[src/hdl/fcrp_pkg.sv]
`default_nettype none

package fcrp_pkg;

    localparam logic [7:0] CH_NEWLINE = 8'h0A;
    localparam logic [7:0] CH_TAB     = 8'h09;
    localparam logic [7:0] CH_HASH    = 8'h23;
    localparam logic [7:0] CH_GT      = 8'h3E;
    localparam logic [7:0] CH_SPACE   = 8'h20;
    localparam logic [7:0] CH_DASH    = 8'h2D;
    localparam logic [7:0] CH_BAR     = 8'h7C;
    localparam logic [7:0] CH_LOWER_A = 8'h61;
    localparam logic [7:0] CH_LOWER_Z = 8'h7A;
    localparam logic [7:0] CH_UPPER_A = 8'h41;
    localparam logic [7:0] CH_UPPER_Z = 8'h5A;

    localparam logic [3:0] CLS_OTHER   = 4'd0;
    localparam logic [3:0] CLS_NEWLINE = 4'd1;
    localparam logic [3:0] CLS_TAB     = 4'd2;
    localparam logic [3:0] CLS_HASH    = 4'd3;
    localparam logic [3:0] CLS_GT      = 4'd4;
    localparam logic [3:0] CLS_SPACE   = 4'd5;
    localparam logic [3:0] CLS_DASH    = 4'd6;
    localparam logic [3:0] CLS_BAR     = 4'd7;
    localparam logic [3:0] CLS_LOWER   = 4'd8;
    localparam logic [3:0] CLS_UPPER   = 4'd9;
    localparam logic [3:0] CLS_EOF     = 4'd10;

    localparam logic [2:0] K_NAME  = 3'd0;
    localparam logic [2:0] K_ACC   = 3'd1;
    localparam logic [2:0] K_DONOR = 3'd2;
    localparam logic [2:0] K_SEQ   = 3'd3;
    localparam logic [2:0] K_REC   = 3'd4;
    localparam logic [2:0] K_EOF   = 3'd5;

    typedef struct packed {
        logic [3:0] cls;
        logic [7:0] data;
    } item_t;

    typedef struct packed {
        logic [2:0]  kind;
        logic [7:0]  data_byte;
        logic        is_query;
        logic [15:0] codon_bases;
        logic [14:0] codon_count;
        logic [15:0] codon_offset;
        logic [15:0] start_split;
        logic [15:0] end_split;
        logic [15:0] align_spaces;
        logic        last_as_query;
    } result_t;

endpackage

`default_nettype wire

[src/hdl/fcrp_fifo.sv]
`default_nettype none

module fcrp_fifo #(
    parameter int WIDTH = 8,
    parameter int DEPTH = 2
) (
    input  wire logic             clk,
    input  wire logic             rst_n,
    input  wire logic             push,
    input  wire logic [WIDTH-1:0] wr_data,
    output logic                  full,
    input  wire logic             pop,
    output logic [WIDTH-1:0]      rd_data,
    output logic                  empty
);

    localparam int PTR_W = (DEPTH > 1) ? $clog2(DEPTH) : 1;
    localparam int CNT_W = $clog2(DEPTH + 1);

    logic [WIDTH-1:0] mem_reg [DEPTH];
    logic [PTR_W-1:0] wr_ptr_reg;
    logic [PTR_W-1:0] wr_ptr_next;
    logic [PTR_W-1:0] rd_ptr_reg;
    logic [PTR_W-1:0] rd_ptr_next;
    logic [CNT_W-1:0] count_reg;
    logic [CNT_W-1:0] count_next;
    logic             wr_en;
    logic             rd_en;

    assign full  = (count_reg == CNT_W'(DEPTH));
    assign empty = (count_reg == '0);
    assign wr_en = push & ~full;
    assign rd_en = pop & ~empty;
    assign rd_data = mem_reg[rd_ptr_reg];

    always_comb
    begin
        wr_ptr_next = wr_ptr_reg;
        rd_ptr_next = rd_ptr_reg;
        if (wr_en)
        begin
            wr_ptr_next = (wr_ptr_reg == PTR_W'(DEPTH - 1)) ? '0 : wr_ptr_reg + 1'b1;
        end
        if (rd_en)
        begin
            rd_ptr_next = (rd_ptr_reg == PTR_W'(DEPTH - 1)) ? '0 : rd_ptr_reg + 1'b1;
        end
        case ({wr_en, rd_en})
            2'b10:   count_next = count_reg + 1'b1;
            2'b01:   count_next = count_reg - 1'b1;
            default: count_next = count_reg;
        endcase
    end

    always_ff @(posedge clk or negedge rst_n)
    begin
        if (!rst_n)
        begin
            wr_ptr_reg <= '0;
            rd_ptr_reg <= '0;
            count_reg  <= '0;
        end
        else
        begin
            wr_ptr_reg <= wr_ptr_next;
            rd_ptr_reg <= rd_ptr_next;
            count_reg  <= count_next;
        end
    end

    always_ff @(posedge clk)
    begin
        if (wr_en)
        begin
            mem_reg[wr_ptr_reg] <= wr_data;
        end
    end

endmodule

`default_nettype wire

[src/hdl/fcrp_front.sv]
`default_nettype none

module fcrp_front #(
    parameter int DEPTH = 2
) (
    input  wire logic          clk,
    input  wire logic          rst_n,
    input  wire logic          push,
    output logic               full,
    input  wire logic [7:0]    byte_in,
    input  wire logic          end_of_file,
    output logic               item_valid,
    output fcrp_pkg::item_t    item,
    input  wire logic          item_pop
);

    fcrp_pkg::item_t                       cls_item;
    logic [$bits(fcrp_pkg::item_t)-1:0]    item_bits;
    logic                                  item_empty;

    always_comb
    begin
        cls_item.data = byte_in;
        if (end_of_file)
            cls_item.cls = fcrp_pkg::CLS_EOF;
        else if (byte_in == fcrp_pkg::CH_NEWLINE)
            cls_item.cls = fcrp_pkg::CLS_NEWLINE;
        else if (byte_in == fcrp_pkg::CH_TAB)
            cls_item.cls = fcrp_pkg::CLS_TAB;
        else if (byte_in == fcrp_pkg::CH_HASH)
            cls_item.cls = fcrp_pkg::CLS_HASH;
        else if (byte_in == fcrp_pkg::CH_GT)
            cls_item.cls = fcrp_pkg::CLS_GT;
        else if (byte_in == fcrp_pkg::CH_SPACE)
            cls_item.cls = fcrp_pkg::CLS_SPACE;
        else if (byte_in == fcrp_pkg::CH_DASH)
            cls_item.cls = fcrp_pkg::CLS_DASH;
        else if (byte_in == fcrp_pkg::CH_BAR)
            cls_item.cls = fcrp_pkg::CLS_BAR;
        else if (byte_in >= fcrp_pkg::CH_LOWER_A && byte_in <= fcrp_pkg::CH_LOWER_Z)
            cls_item.cls = fcrp_pkg::CLS_LOWER;
        else if (byte_in >= fcrp_pkg::CH_UPPER_A && byte_in <= fcrp_pkg::CH_UPPER_Z)
            cls_item.cls = fcrp_pkg::CLS_UPPER;
        else
            cls_item.cls = fcrp_pkg::CLS_OTHER;
    end

    fcrp_fifo #(
        .WIDTH ($bits(fcrp_pkg::item_t)),
        .DEPTH (DEPTH)
    ) u_item_queue (
        .clk     (clk),
        .rst_n   (rst_n),
        .push    (push),
        .wr_data (cls_item),
        .full    (full),
        .pop     (item_pop),
        .rd_data (item_bits),
        .empty   (item_empty)
    );

    assign item_valid = ~item_empty;
    assign item       = fcrp_pkg::item_t'(item_bits);

endmodule

`default_nettype wire

[src/hdl/fcrp_back.sv]
`default_nettype none

module fcrp_back #(
    parameter int COUNTER_BITS = 16
) (
    input  wire logic             clk,
    input  wire logic             rst_n,
    input  wire logic             item_valid,
    input  wire fcrp_pkg::item_t  item,
    output logic                  item_pop,
    output logic                  res_push,
    output fcrp_pkg::result_t     res,
    input  wire logic             res_full
);

    localparam int CW = COUNTER_BITS;
    localparam logic [CW-1:0] CNT_MAX = {CW{1'b1}};

    localparam logic [2:0] PH_AWAIT = 3'd0;
    localparam logic [2:0] PH_NAME  = 3'd1;
    localparam logic [2:0] PH_ACC   = 3'd2;
    localparam logic [2:0] PH_DONOR = 3'd3;
    localparam logic [2:0] PH_HASH  = 3'd4;
    localparam logic [2:0] PH_SEQ   = 3'd5;
    localparam logic [2:0] PH_FULL  = 3'd6;
    localparam logic [2:0] PH_TAIL  = 3'd7;

    logic [2:0]    phase_reg,    phase_next;
    logic          queries_reg,  queries_next;
    logic          codons_reg,   codons_next;
    logic [1:0]    appended_reg, appended_next;
    logic [CW-1:0] base_reg,     base_next;
    logic [CW-1:0] quot_reg,     quot_next;
    logic [1:0]    rem_reg,      rem_next;
    logic [CW-1:0] offset_reg,   offset_next;
    logic [CW-1:0] head_reg,     head_next;
    logic [CW-1:0] tail_reg,     tail_next;
    logic [CW-1:0] space_reg,    space_next;
    logic          seen_reg,     seen_next;

    logic          consume;
    logic          emit;
    logic [CW:0]   head_sum;
    logic [CW-1:0] head_sat;
    logic [CW+15:0] base_wide;
    logic [CW+14:0] quot_wide;
    logic [CW+15:0] offset_wide;
    logic [CW+15:0] head_wide;
    logic [CW+15:0] tail_wide;
    logic [CW+15:0] space_wide;

    function automatic logic [CW-1:0] sat_inc(input logic [CW-1:0] v);
        return (v == CNT_MAX) ? v : v + 1'b1;
    endfunction

    assign consume  = item_valid & ~res_full;
    assign item_pop = consume;
    assign res_push = consume & emit;

    assign head_sum = {1'b0, head_reg} + {1'b0, base_reg};
    assign head_sat = head_sum[CW] ? CNT_MAX : head_sum[CW-1:0];

    assign base_wide   = {16'b0, base_reg};
    assign quot_wide   = {15'b0, quot_reg};
    assign offset_wide = {16'b0, offset_reg};
    assign head_wide   = {16'b0, head_reg};
    assign tail_wide   = {16'b0, tail_reg};
    assign space_wide  = {16'b0, space_reg};

    always_comb
    begin
        phase_next    = phase_reg;
        queries_next  = queries_reg;
        codons_next   = codons_reg;
        appended_next = appended_reg;
        base_next     = base_reg;
        quot_next     = quot_reg;
        rem_next      = rem_reg;
        offset_next   = offset_reg;
        head_next     = head_reg;
        tail_next     = tail_reg;
        space_next    = space_reg;
        seen_next     = seen_reg;
        emit          = 1'b0;
        res           = '0;
        res.data_byte = item.data;
        res.is_query  = queries_reg;

        if (item.cls == fcrp_pkg::CLS_EOF)
        begin
            emit              = 1'b1;
            res               = '0;
            res.kind          = fcrp_pkg::K_EOF;
            res.last_as_query = seen_reg & ~queries_reg;
            phase_next        = PH_AWAIT;
            queries_next      = 1'b0;
            seen_next         = 1'b0;
            codons_next       = 1'b0;
            appended_next     = '0;
            base_next         = '0;
            quot_next         = '0;
            rem_next          = '0;
            offset_next       = '0;
            head_next         = '0;
            tail_next         = '0;
            space_next        = '0;
        end
        else if ((item.cls == fcrp_pkg::CLS_NEWLINE)
                 && (phase_reg == PH_SEQ || phase_reg == PH_FULL || phase_reg == PH_TAIL))
        begin
            emit              = 1'b1;
            res.kind          = fcrp_pkg::K_REC;
            res.data_byte     = '0;
            res.codon_bases   = base_wide[15:0];
            res.codon_count   = queries_reg ? 15'd0 : quot_wide[14:0];
            res.codon_offset  = offset_wide[15:0];
            res.start_split   = head_wide[15:0];
            res.end_split     = tail_wide[15:0];
            res.align_spaces  = space_wide[15:0];
            seen_next         = seen_reg | ~queries_reg;
            phase_next        = PH_AWAIT;
            codons_next       = 1'b0;
            appended_next     = '0;
            base_next         = '0;
            quot_next         = '0;
            rem_next          = '0;
            offset_next       = '0;
            head_next         = '0;
            tail_next         = '0;
            space_next        = '0;
        end
        else
        begin
            case (phase_reg)
                PH_AWAIT:
                begin
                    if (item.cls == fcrp_pkg::CLS_HASH)
                    begin
                        queries_next = 1'b1;
                        phase_next   = PH_HASH;
                    end
                    else if (item.cls == fcrp_pkg::CLS_GT)
                    begin
                        phase_next = PH_NAME;
                    end
                end
                PH_NAME:
                begin
                    if (item.cls == fcrp_pkg::CLS_TAB)
                        phase_next = PH_ACC;
                    else if (item.cls == fcrp_pkg::CLS_NEWLINE)
                        phase_next = PH_SEQ;
                    else
                    begin
                        emit     = 1'b1;
                        res.kind = fcrp_pkg::K_NAME;
                    end
                end
                PH_ACC:
                begin
                    if (item.cls == fcrp_pkg::CLS_TAB)
                        phase_next = PH_DONOR;
                    else
                    begin
                        emit     = 1'b1;
                        res.kind = fcrp_pkg::K_ACC;
                    end
                end
                PH_DONOR:
                begin
                    if (item.cls == fcrp_pkg::CLS_NEWLINE)
                        phase_next = PH_SEQ;
                    else
                    begin
                        emit     = 1'b1;
                        res.kind = fcrp_pkg::K_DONOR;
                    end
                end
                PH_HASH:
                begin
                    if (item.cls == fcrp_pkg::CLS_NEWLINE)
                        phase_next = PH_AWAIT;
                end
                PH_SEQ:
                begin
                    if (item.cls == fcrp_pkg::CLS_SPACE)
                        space_next = sat_inc(space_reg);
                    else if (item.cls == fcrp_pkg::CLS_BAR)
                    begin
                        head_next   = head_sat;
                        offset_next = head_sat;
                        tail_next   = '0;
                        base_next   = '0;
                        quot_next   = '0;
                        rem_next    = '0;
                        codons_next = 1'b0;
                        phase_next  = PH_FULL;
                    end
                    else if (item.cls != fcrp_pkg::CLS_DASH)
                    begin
                        emit     = 1'b1;
                        res.kind = fcrp_pkg::K_SEQ;
                        if (appended_reg != 2'd2)
                            appended_next = appended_reg + 1'b1;
                        if (item.cls == fcrp_pkg::CLS_LOWER)
                        begin
                            if (!codons_reg)
                                offset_next = sat_inc(offset_reg);
                            if (appended_reg != 2'd2)
                                head_next = sat_inc(head_reg);
                            else
                                tail_next = sat_inc(tail_reg);
                        end
                        else if (item.cls == fcrp_pkg::CLS_UPPER)
                        begin
                            codons_next = 1'b1;
                            if (base_reg != CNT_MAX)
                            begin
                                base_next = base_reg + 1'b1;
                                if (rem_reg == 2'd2)
                                begin
                                    rem_next  = '0;
                                    quot_next = quot_reg + 1'b1;
                                end
                                else
                                    rem_next = rem_reg + 1'b1;
                            end
                        end
                    end
                end
                PH_FULL:
                begin
                    if (item.cls == fcrp_pkg::CLS_BAR)
                        phase_next = PH_TAIL;
                    else if (item.cls != fcrp_pkg::CLS_DASH)
                    begin
                        emit        = 1'b1;
                        res.kind    = fcrp_pkg::K_SEQ;
                        codons_next = 1'b1;
                        if (appended_reg != 2'd2)
                            appended_next = appended_reg + 1'b1;
                        if (base_reg != CNT_MAX)
                        begin
                            base_next = base_reg + 1'b1;
                            if (rem_reg == 2'd2)
                            begin
                                rem_next  = '0;
                                quot_next = quot_reg + 1'b1;
                            end
                            else
                                rem_next = rem_reg + 1'b1;
                        end
                    end
                end
                PH_TAIL:
                begin
                    if (item.cls != fcrp_pkg::CLS_DASH)
                    begin
                        emit      = 1'b1;
                        res.kind  = fcrp_pkg::K_SEQ;
                        tail_next = sat_inc(tail_reg);
                        if (appended_reg != 2'd2)
                            appended_next = appended_reg + 1'b1;
                    end
                end
                default:
                begin
                    phase_next = PH_AWAIT;
                end
            endcase
        end
    end

    always_ff @(posedge clk or negedge rst_n)
    begin
        if (!rst_n)
        begin
            phase_reg    <= PH_AWAIT;
            queries_reg  <= 1'b0;
            codons_reg   <= 1'b0;
            appended_reg <= '0;
            base_reg     <= '0;
            quot_reg     <= '0;
            rem_reg      <= '0;
            offset_reg   <= '0;
            head_reg     <= '0;
            tail_reg     <= '0;
            space_reg    <= '0;
            seen_reg     <= 1'b0;
        end
        else if (consume)
        begin
            phase_reg    <= phase_next;
            queries_reg  <= queries_next;
            codons_reg   <= codons_next;
            appended_reg <= appended_next;
            base_reg     <= base_next;
            quot_reg     <= quot_next;
            rem_reg      <= rem_next;
            offset_reg   <= offset_next;
            head_reg     <= head_next;
            tail_reg     <= tail_next;
            space_reg    <= space_next;
            seen_reg     <= seen_next;
        end
    end

endmodule

`default_nettype wire

[src/hdl/fasta_codon_record_parser.sv]
// A result is queued in the same cycle that the parse unit consumes its item.
// Throughput: one item per cycle while the result queue is not full; each item
// updates the phase and counters; a running remainder keeps the codon quotient.
// Input and result queues decouple both sides; each holds QUEUE_DEPTH items.
// Reset (rst_n low) empties both queues and returns the parser to record start.
`default_nettype none

module fasta_codon_record_parser #(
    parameter int COUNTER_BITS = 16,
    parameter int QUEUE_DEPTH  = 2
) (
    input  wire logic        clk,
    input  wire logic        rst_n,
    input  wire logic        push,
    output logic             full,
    input  wire logic [7:0]  byte_in,
    input  wire logic        end_of_file,
    output logic             empty,
    input  wire logic        pop,
    output logic [2:0]       kind,
    output logic [7:0]       data_byte,
    output logic             is_query,
    output logic [15:0]      codon_bases,
    output logic [14:0]      codon_count,
    output logic [15:0]      codon_offset,
    output logic [15:0]      start_split,
    output logic [15:0]      end_split,
    output logic [15:0]      align_spaces,
    output logic             last_as_query
);

    fcrp_pkg::item_t                        item;
    logic                                   item_valid;
    logic                                   item_pop;
    fcrp_pkg::result_t                      res_in;
    fcrp_pkg::result_t                      res_out;
    logic [$bits(fcrp_pkg::result_t)-1:0]   res_bits;
    logic                                   res_push;
    logic                                   res_full;

    fcrp_front #(
        .DEPTH (QUEUE_DEPTH)
    ) u_front (
        .clk         (clk),
        .rst_n       (rst_n),
        .push        (push),
        .full        (full),
        .byte_in     (byte_in),
        .end_of_file (end_of_file),
        .item_valid  (item_valid),
        .item        (item),
        .item_pop    (item_pop)
    );

    fcrp_back #(
        .COUNTER_BITS (COUNTER_BITS)
    ) u_back (
        .clk        (clk),
        .rst_n      (rst_n),
        .item_valid (item_valid),
        .item       (item),
        .item_pop   (item_pop),
        .res_push   (res_push),
        .res        (res_in),
        .res_full   (res_full)
    );

    fcrp_fifo #(
        .WIDTH ($bits(fcrp_pkg::result_t)),
        .DEPTH (QUEUE_DEPTH)
    ) u_result_queue (
        .clk     (clk),
        .rst_n   (rst_n),
        .push    (res_push),
        .wr_data (res_in),
        .full    (res_full),
        .pop     (pop),
        .rd_data (res_bits),
        .empty   (empty)
    );

    assign res_out       = fcrp_pkg::result_t'(res_bits);
    assign kind          = res_out.kind;
    assign data_byte     = res_out.data_byte;
    assign is_query      = res_out.is_query;
    assign codon_bases   = res_out.codon_bases;
    assign codon_count   = res_out.codon_count;
    assign codon_offset  = res_out.codon_offset;
    assign start_split   = res_out.start_split;
    assign end_split     = res_out.end_split;
    assign align_spaces  = res_out.align_spaces;
    assign last_as_query = res_out.last_as_query;

    a_no_result_overflow: assert property (
        @(posedge clk) disable iff (!rst_n)
        res_push |-> !res_full
    ) else $error("result written into a full queue");

    a_pop_needs_item: assert property (
        @(posedge clk) disable iff (!rst_n)
        item_pop |-> item_valid
    ) else $error("parser consumed from an empty item queue");

    a_summary_only_at_record_end: assert property (
        @(posedge clk) disable iff (!rst_n)
        (!empty && kind != fcrp_pkg::K_REC) |->
            (codon_bases == '0 && codon_count == '0 && codon_offset == '0
             && start_split == '0 && end_split == '0 && align_spaces == '0)
    ) else $error("record counters on a non-summary result");

    a_last_query_at_file_end: assert property (
        @(posedge clk) disable iff (!rst_n)
        (!empty && last_as_query) |-> (kind == fcrp_pkg::K_EOF && !is_query)
    ) else $error("last-as-query flag outside file end");

endmodule

`default_nettype wire

[config.mk]
export PLATFORM = sky130hd
export DESIGN_NAME = fasta_codon_record_parser
export DESIGN_NICKNAME = d
export VERILOG_FILES = /design/src/hdl/fcrp_pkg.sv /design/src/hdl/fcrp_fifo.sv /design/src/hdl/fcrp_front.sv /design/src/hdl/fcrp_back.sv /design/src/hdl/fasta_codon_record_parser.sv
export SDC_FILE = /design/constraint.sdc
export NUM_CORES = 1
export LEC_CHECK = 0
export BUFFER_PORTS_ARGS = -buffer_cell sky130_fd_sc_hd__buf_2
export CAP_MARGIN = 10
export CORE_ASPECT_RATIO = 0.8
export CORE_UTILIZATION = 55
export CTS_CLUSTER_SIZE = 24
export DETAILED_ROUTE_END_ITERATION = 10
export PLACE_DENSITY = 0.77
export SETUP_SLACK_MARGIN = 0.3
export SLEW_MARGIN = 15
export SYNTH_ARGS = -nofsm -noshare
export SYNTH_HDL_FRONTEND = slang
export SYNTH_HIERARCHICAL = 1
export SYNTH_SLANG_ARGS = --single-unit
[constraint.sdc]
create_clock -name clk -period 6.85 [get_ports clk]
set_input_delay 0.3425 -clock clk [delete_from_list [all_inputs] [get_ports clk]]
set_output_delay 0.3425 -clock clk [all_outputs]
set_load 0.02 [all_outputs]
==> impl_metrics.yaml <==
run_status:
  status: "completed"
power_and_ir_drop:
  peakVddDrop_mv: 0.240
  switchingPower_mw: 3.18
  leakagePower_nw: 7.81
  clock_power_share_pct: 23.5
  pwr-share-seq_pct: 40.6
  internal_power_mw: 5.40
  power_density_mw_per_mm2: 443
  comb_power_share_pct: 35.9
  total_power_mw: 8.58
  netSwitchingFraction_pct: 37.1
placed_design:
  port_buffers: 122
  placed_area_sq_mm: 0.0181
  dp_cells: 1913
  place.gp.congestion: 0.896
  dp_hpwl_mm: 24.9
  place_ws_ps: 2360
floorplan:
  die_h_microns: 160
  core-area_sq_mm: 0.0305
  die_w_microns: 199
  start_util_pct: 56.2
  ioPinCount: 123
  rows: 57
  dieArea_sq_mm: 0.0319
sta:
  tightest_slew_ps: 1140
  period_share_pct: 66.3
  finalClockSkew_ps: 15.5
  drv_slew: 0
  relSlewSlack_pct: 23.1
  rsz0062_at_grt: "no"
  fin_crit_ps: 4540
  setup_viol: 0
  hold_violations: 0
  hold_ws_ps: 62.7
  setup_slack_ps: 2310
  clock.fmax_mhz: 220
  tns_ps: 0
critical_path:
  worstPathRequired_ps: 7310
  timing.rr.start: "u_front/u_item_queue/rd_ptr_reg"
  crit_path_end_kind: "register"
  crit_arrival_ps: 5000
  worstPathMaxFanout: 84
  r2r_end: "u_back/tail_reg[10]"
  start_kind: "register"
  rrSetupSlack_ps: 2310
  rr_worst_depth: 11
  crit_type: "register to register"
synthesis:
  synth_top_family_by_area: "simple AND/OR/NAND/NOR gates"
  synth_top_area_cell: "edfxtp_1"
  synth_nets: 1477
  synth_flop_cell: "edfxtp_1"
  ys_async_sr_fraction_pct: 32.0
  netlist_area_sq_mm: 0.0172
  synth_compound_area_share_pct: 9.53
  synth-seq-area-share_pct: 58.5
  yosys.area_share.simple_pct: 15.5
  synthTopCellsByArea: "edfxtp_1 (42%), dfrtp_1 (16%), mux2_2 (7.3%), and3_1 (4.0%), nor2_1 (2.5%)"
  synth.area.mux_share_pct: 8.33
  ys_warn_count: 6
  syn_inst: 1438
  yosysUniqueCellTypes: 84
  synth_edf_count: 240
  synth_xor_area_share_pct: 3.78
  synthAdderAreaFrac_pct: 1.94
  synth-seq-cells: 353
  synthDominantCellAreaShare_pct: 42.0
  avgSynthCellArea_sq_um: 11.9
cts:
  cts_root_buffer: "clkbuf_16"
  clk_path_buf_depth: 3
  clk_pin_slew_ps: 60
  cts.sinks: 353
  post-cts-setup-buffer-count: 0
  cts_tree: "done"
  clk_latency_ps: 530
  cts-buffers-inserted: 36
  htreeDepth: 2
finish:
  fin_nets: 1578
  largest_reg_flops: 216
  nFillCells: 2351
  layout-drive-gt1-share_pct: 21.8
  final_cell_area_sq_mm: 0.0194
  regArea_sq_mm: 0.0100
  syn_to_final_growth_pct: 12.8
  diodes: 0
  fin_cells: 1980
  multi_input_area_sq_mm: 0.00674
  utilization_pct: 63.4
min_path:
  min_from: "byte_in[5]"
  hold_path_class: "primary input to register"
  whs_path_depth: 1
  hold_end: "u_front/u_item_queue/mem_reg[0][5]"
drt:
  drtIter0Drc: 1199
  detail-route-antenna-nets: 0
  post_drt_wl_per_cell_microns: 19.4
  drt_pass1_iterations: 6
  vias_per_cell: 6.05
  via_count: 11983
  post-route-drc-count: 0
  postRouteWirelength_mm: 38.4
flow_run:
  max_cap_violations: 0
global_route:
  gr-total-overflow: 0
  grt_pass1_wl_mm: 61.2
  grt_pass1_vias: 11412
  grt_max_degree: 85
  antenna_found_initial: 0
  grt.total_usage_pct: 24.2
-- critical path, cell delays in order (launching register included) --
cell and delay, ps:
dfrtp_1 690, mux2_2 530, nor4b_4 310, buf_4 610, a21oi_2 270, buf_4 310, inv_2 210, a2111oi_2 100
nor3_4 450, nand2_1 350, or4_4 500, a21oi_2 140
-- power groups by stage --
stage,Combinational (mW),Sequential (mW),Clock [mW]
6_report,3.08,3.48,2.02
5_1_grt,3.33,3.55,2.14
4_1_cts,3.09,3.48,2.05
3_5_place_dp,3.07,3.52,0
3_3_place_gp,3.03,3.48,0
2_1_floorplan,2.31,3.36,0
-- Yosys cell counts, drive strengths merged, types with 4 or more instances --
| master | number |
|---|---|
| a211oi | 6 |
| a21o | 8 |
| a21oi | 69 |
| a31oi | 17 |
| and2 | 15 |
| and3 | 111 |
| and4 | 5 |
| buf | 30 |
| clkbuf | 45 |
| dfrtp | 113 |
| edfxtp | 240 |
| ha | 25 |
| inv | 22 |
| mux2 | 121 |
| nand2 | 102 |
| nand2b | 12 |
| nand3 | 41 |
| nand3b | 4 |
| nand4 | 23 |
| nor2 | 115 |
| nor2b | 9 |
| nor3 | 21 |
| nor3b | 4 |
| nor4 | 8 |
| nor4b | 4 |
| o211ai | 8 |
| o21a | 8 |
| o21ai | 78 |
| o31ai | 21 |
| or3 | 10 |
| or4 | 7 |
| xnor2 | 31 |
| xor2 | 43 |
-- how the worst max path moves through the flow --
stage,cells past startpoint,startpoint,end
detailed placement,11,u_front/u_item_queue/rd_ptr_reg,u_back/base_reg[1]
finish,11,u_front/u_item_queue/rd_ptr_reg,u_back/tail_reg[10]
global placement,11,u_front/u_item_queue/rd_ptr_reg,u_back/base_reg[1]
global route,11,u_front/u_item_queue/rd_ptr_reg,u_back/tail_reg[8]
CTS,11,u_front/u_item_queue/rd_ptr_reg,u_back/tail_reg[10]
floorplan,8,u_front/u_item_queue/rd_ptr_reg,u_result_queue/mem_reg[0][0]
-- layout by cell type (no fill, tap or decap), types with 4 or more instances in the layout --
| master | count |
|---|---|
| edfxtp_1 | 240 |
| buf_2 | 121 |
| nor3_1 | 18 |
| dfrtp_1 | 112 |
| or3_1 | 9 |
| xor2_1 | 43 |
| or4_1 | 6 |
| clkinv_1 | 5 |
| o21ai_1 | 5 |
| and2_1 | 15 |
| clkinv_2 | 6 |
| o211ai_1 | 8 |
| xnor2_1 | 31 |
| clkbuf_16 | 38 |
| nor2_1 | 114 |
| clkbuf_1 | 6 |
| nand3_1 | 41 |
| nand2b_1 | 12 |
| mux2_2 | 111 |
| nand3b_1 | 4 |
| nand2_1 | 102 |
| a31oi_1 | 17 |
| o21ai_0 | 72 |
| o31ai_1 | 21 |
| nor4_1 | 7 |
| o21a_1 | 7 |
| and4_1 | 5 |
| a211oi_1 | 6 |
| inv_1 | 20 |
| nand4_1 | 23 |
| bufinv_16 | 4 |
| mux2_4 | 10 |
| buf_4 | 15 |
| a21o_1 | 8 |
| ha_1 | 25 |
| nor2b_1 | 8 |
| and3_1 | 110 |
| a21oi_1 | 66 |
-- final cells by class --
class,count,area share (%)
clock buffers,47,5.24
clock inverters,19,1.09
inverters,22,0.427
multi-input cells,988,34.8
flip-flops and latches,353,51.9
well taps,413,2.67
repair buffers,138,3.87
-- metal layers --
layer | part of all wire [%] | up-vias | GRT usage, % | wire, microns
met5 | 0 | - | 0 | 0
met4 | 1.7 | 0 | 6.00 | 665
met3 | 6.8 | 66 | 3.99 | 2600
met2 | 47 | 467 | 38.1 | 18000
met1 | 45 | 5850 | 35.1 | 17200
li1 | - | 5600 | - | -
-- repair_timing --
item | 4_1_cts | 5_1_grt
resized for setup | 0 | 0
hold buffers | 1 | 0
hold endpoints to repair | 45 | 0
-- kinds of logic (layout without fill, tap and decap cells) --
family	count (synthesis)	after routing
compound gates	260	260
flops	353	353
mux	124	124
fa+ha+maj	26	26
simple gates	504	504
buf+inv	97	226
xor+xnor	74	74
Note: power is estimated with default switching activity, not from simulation.
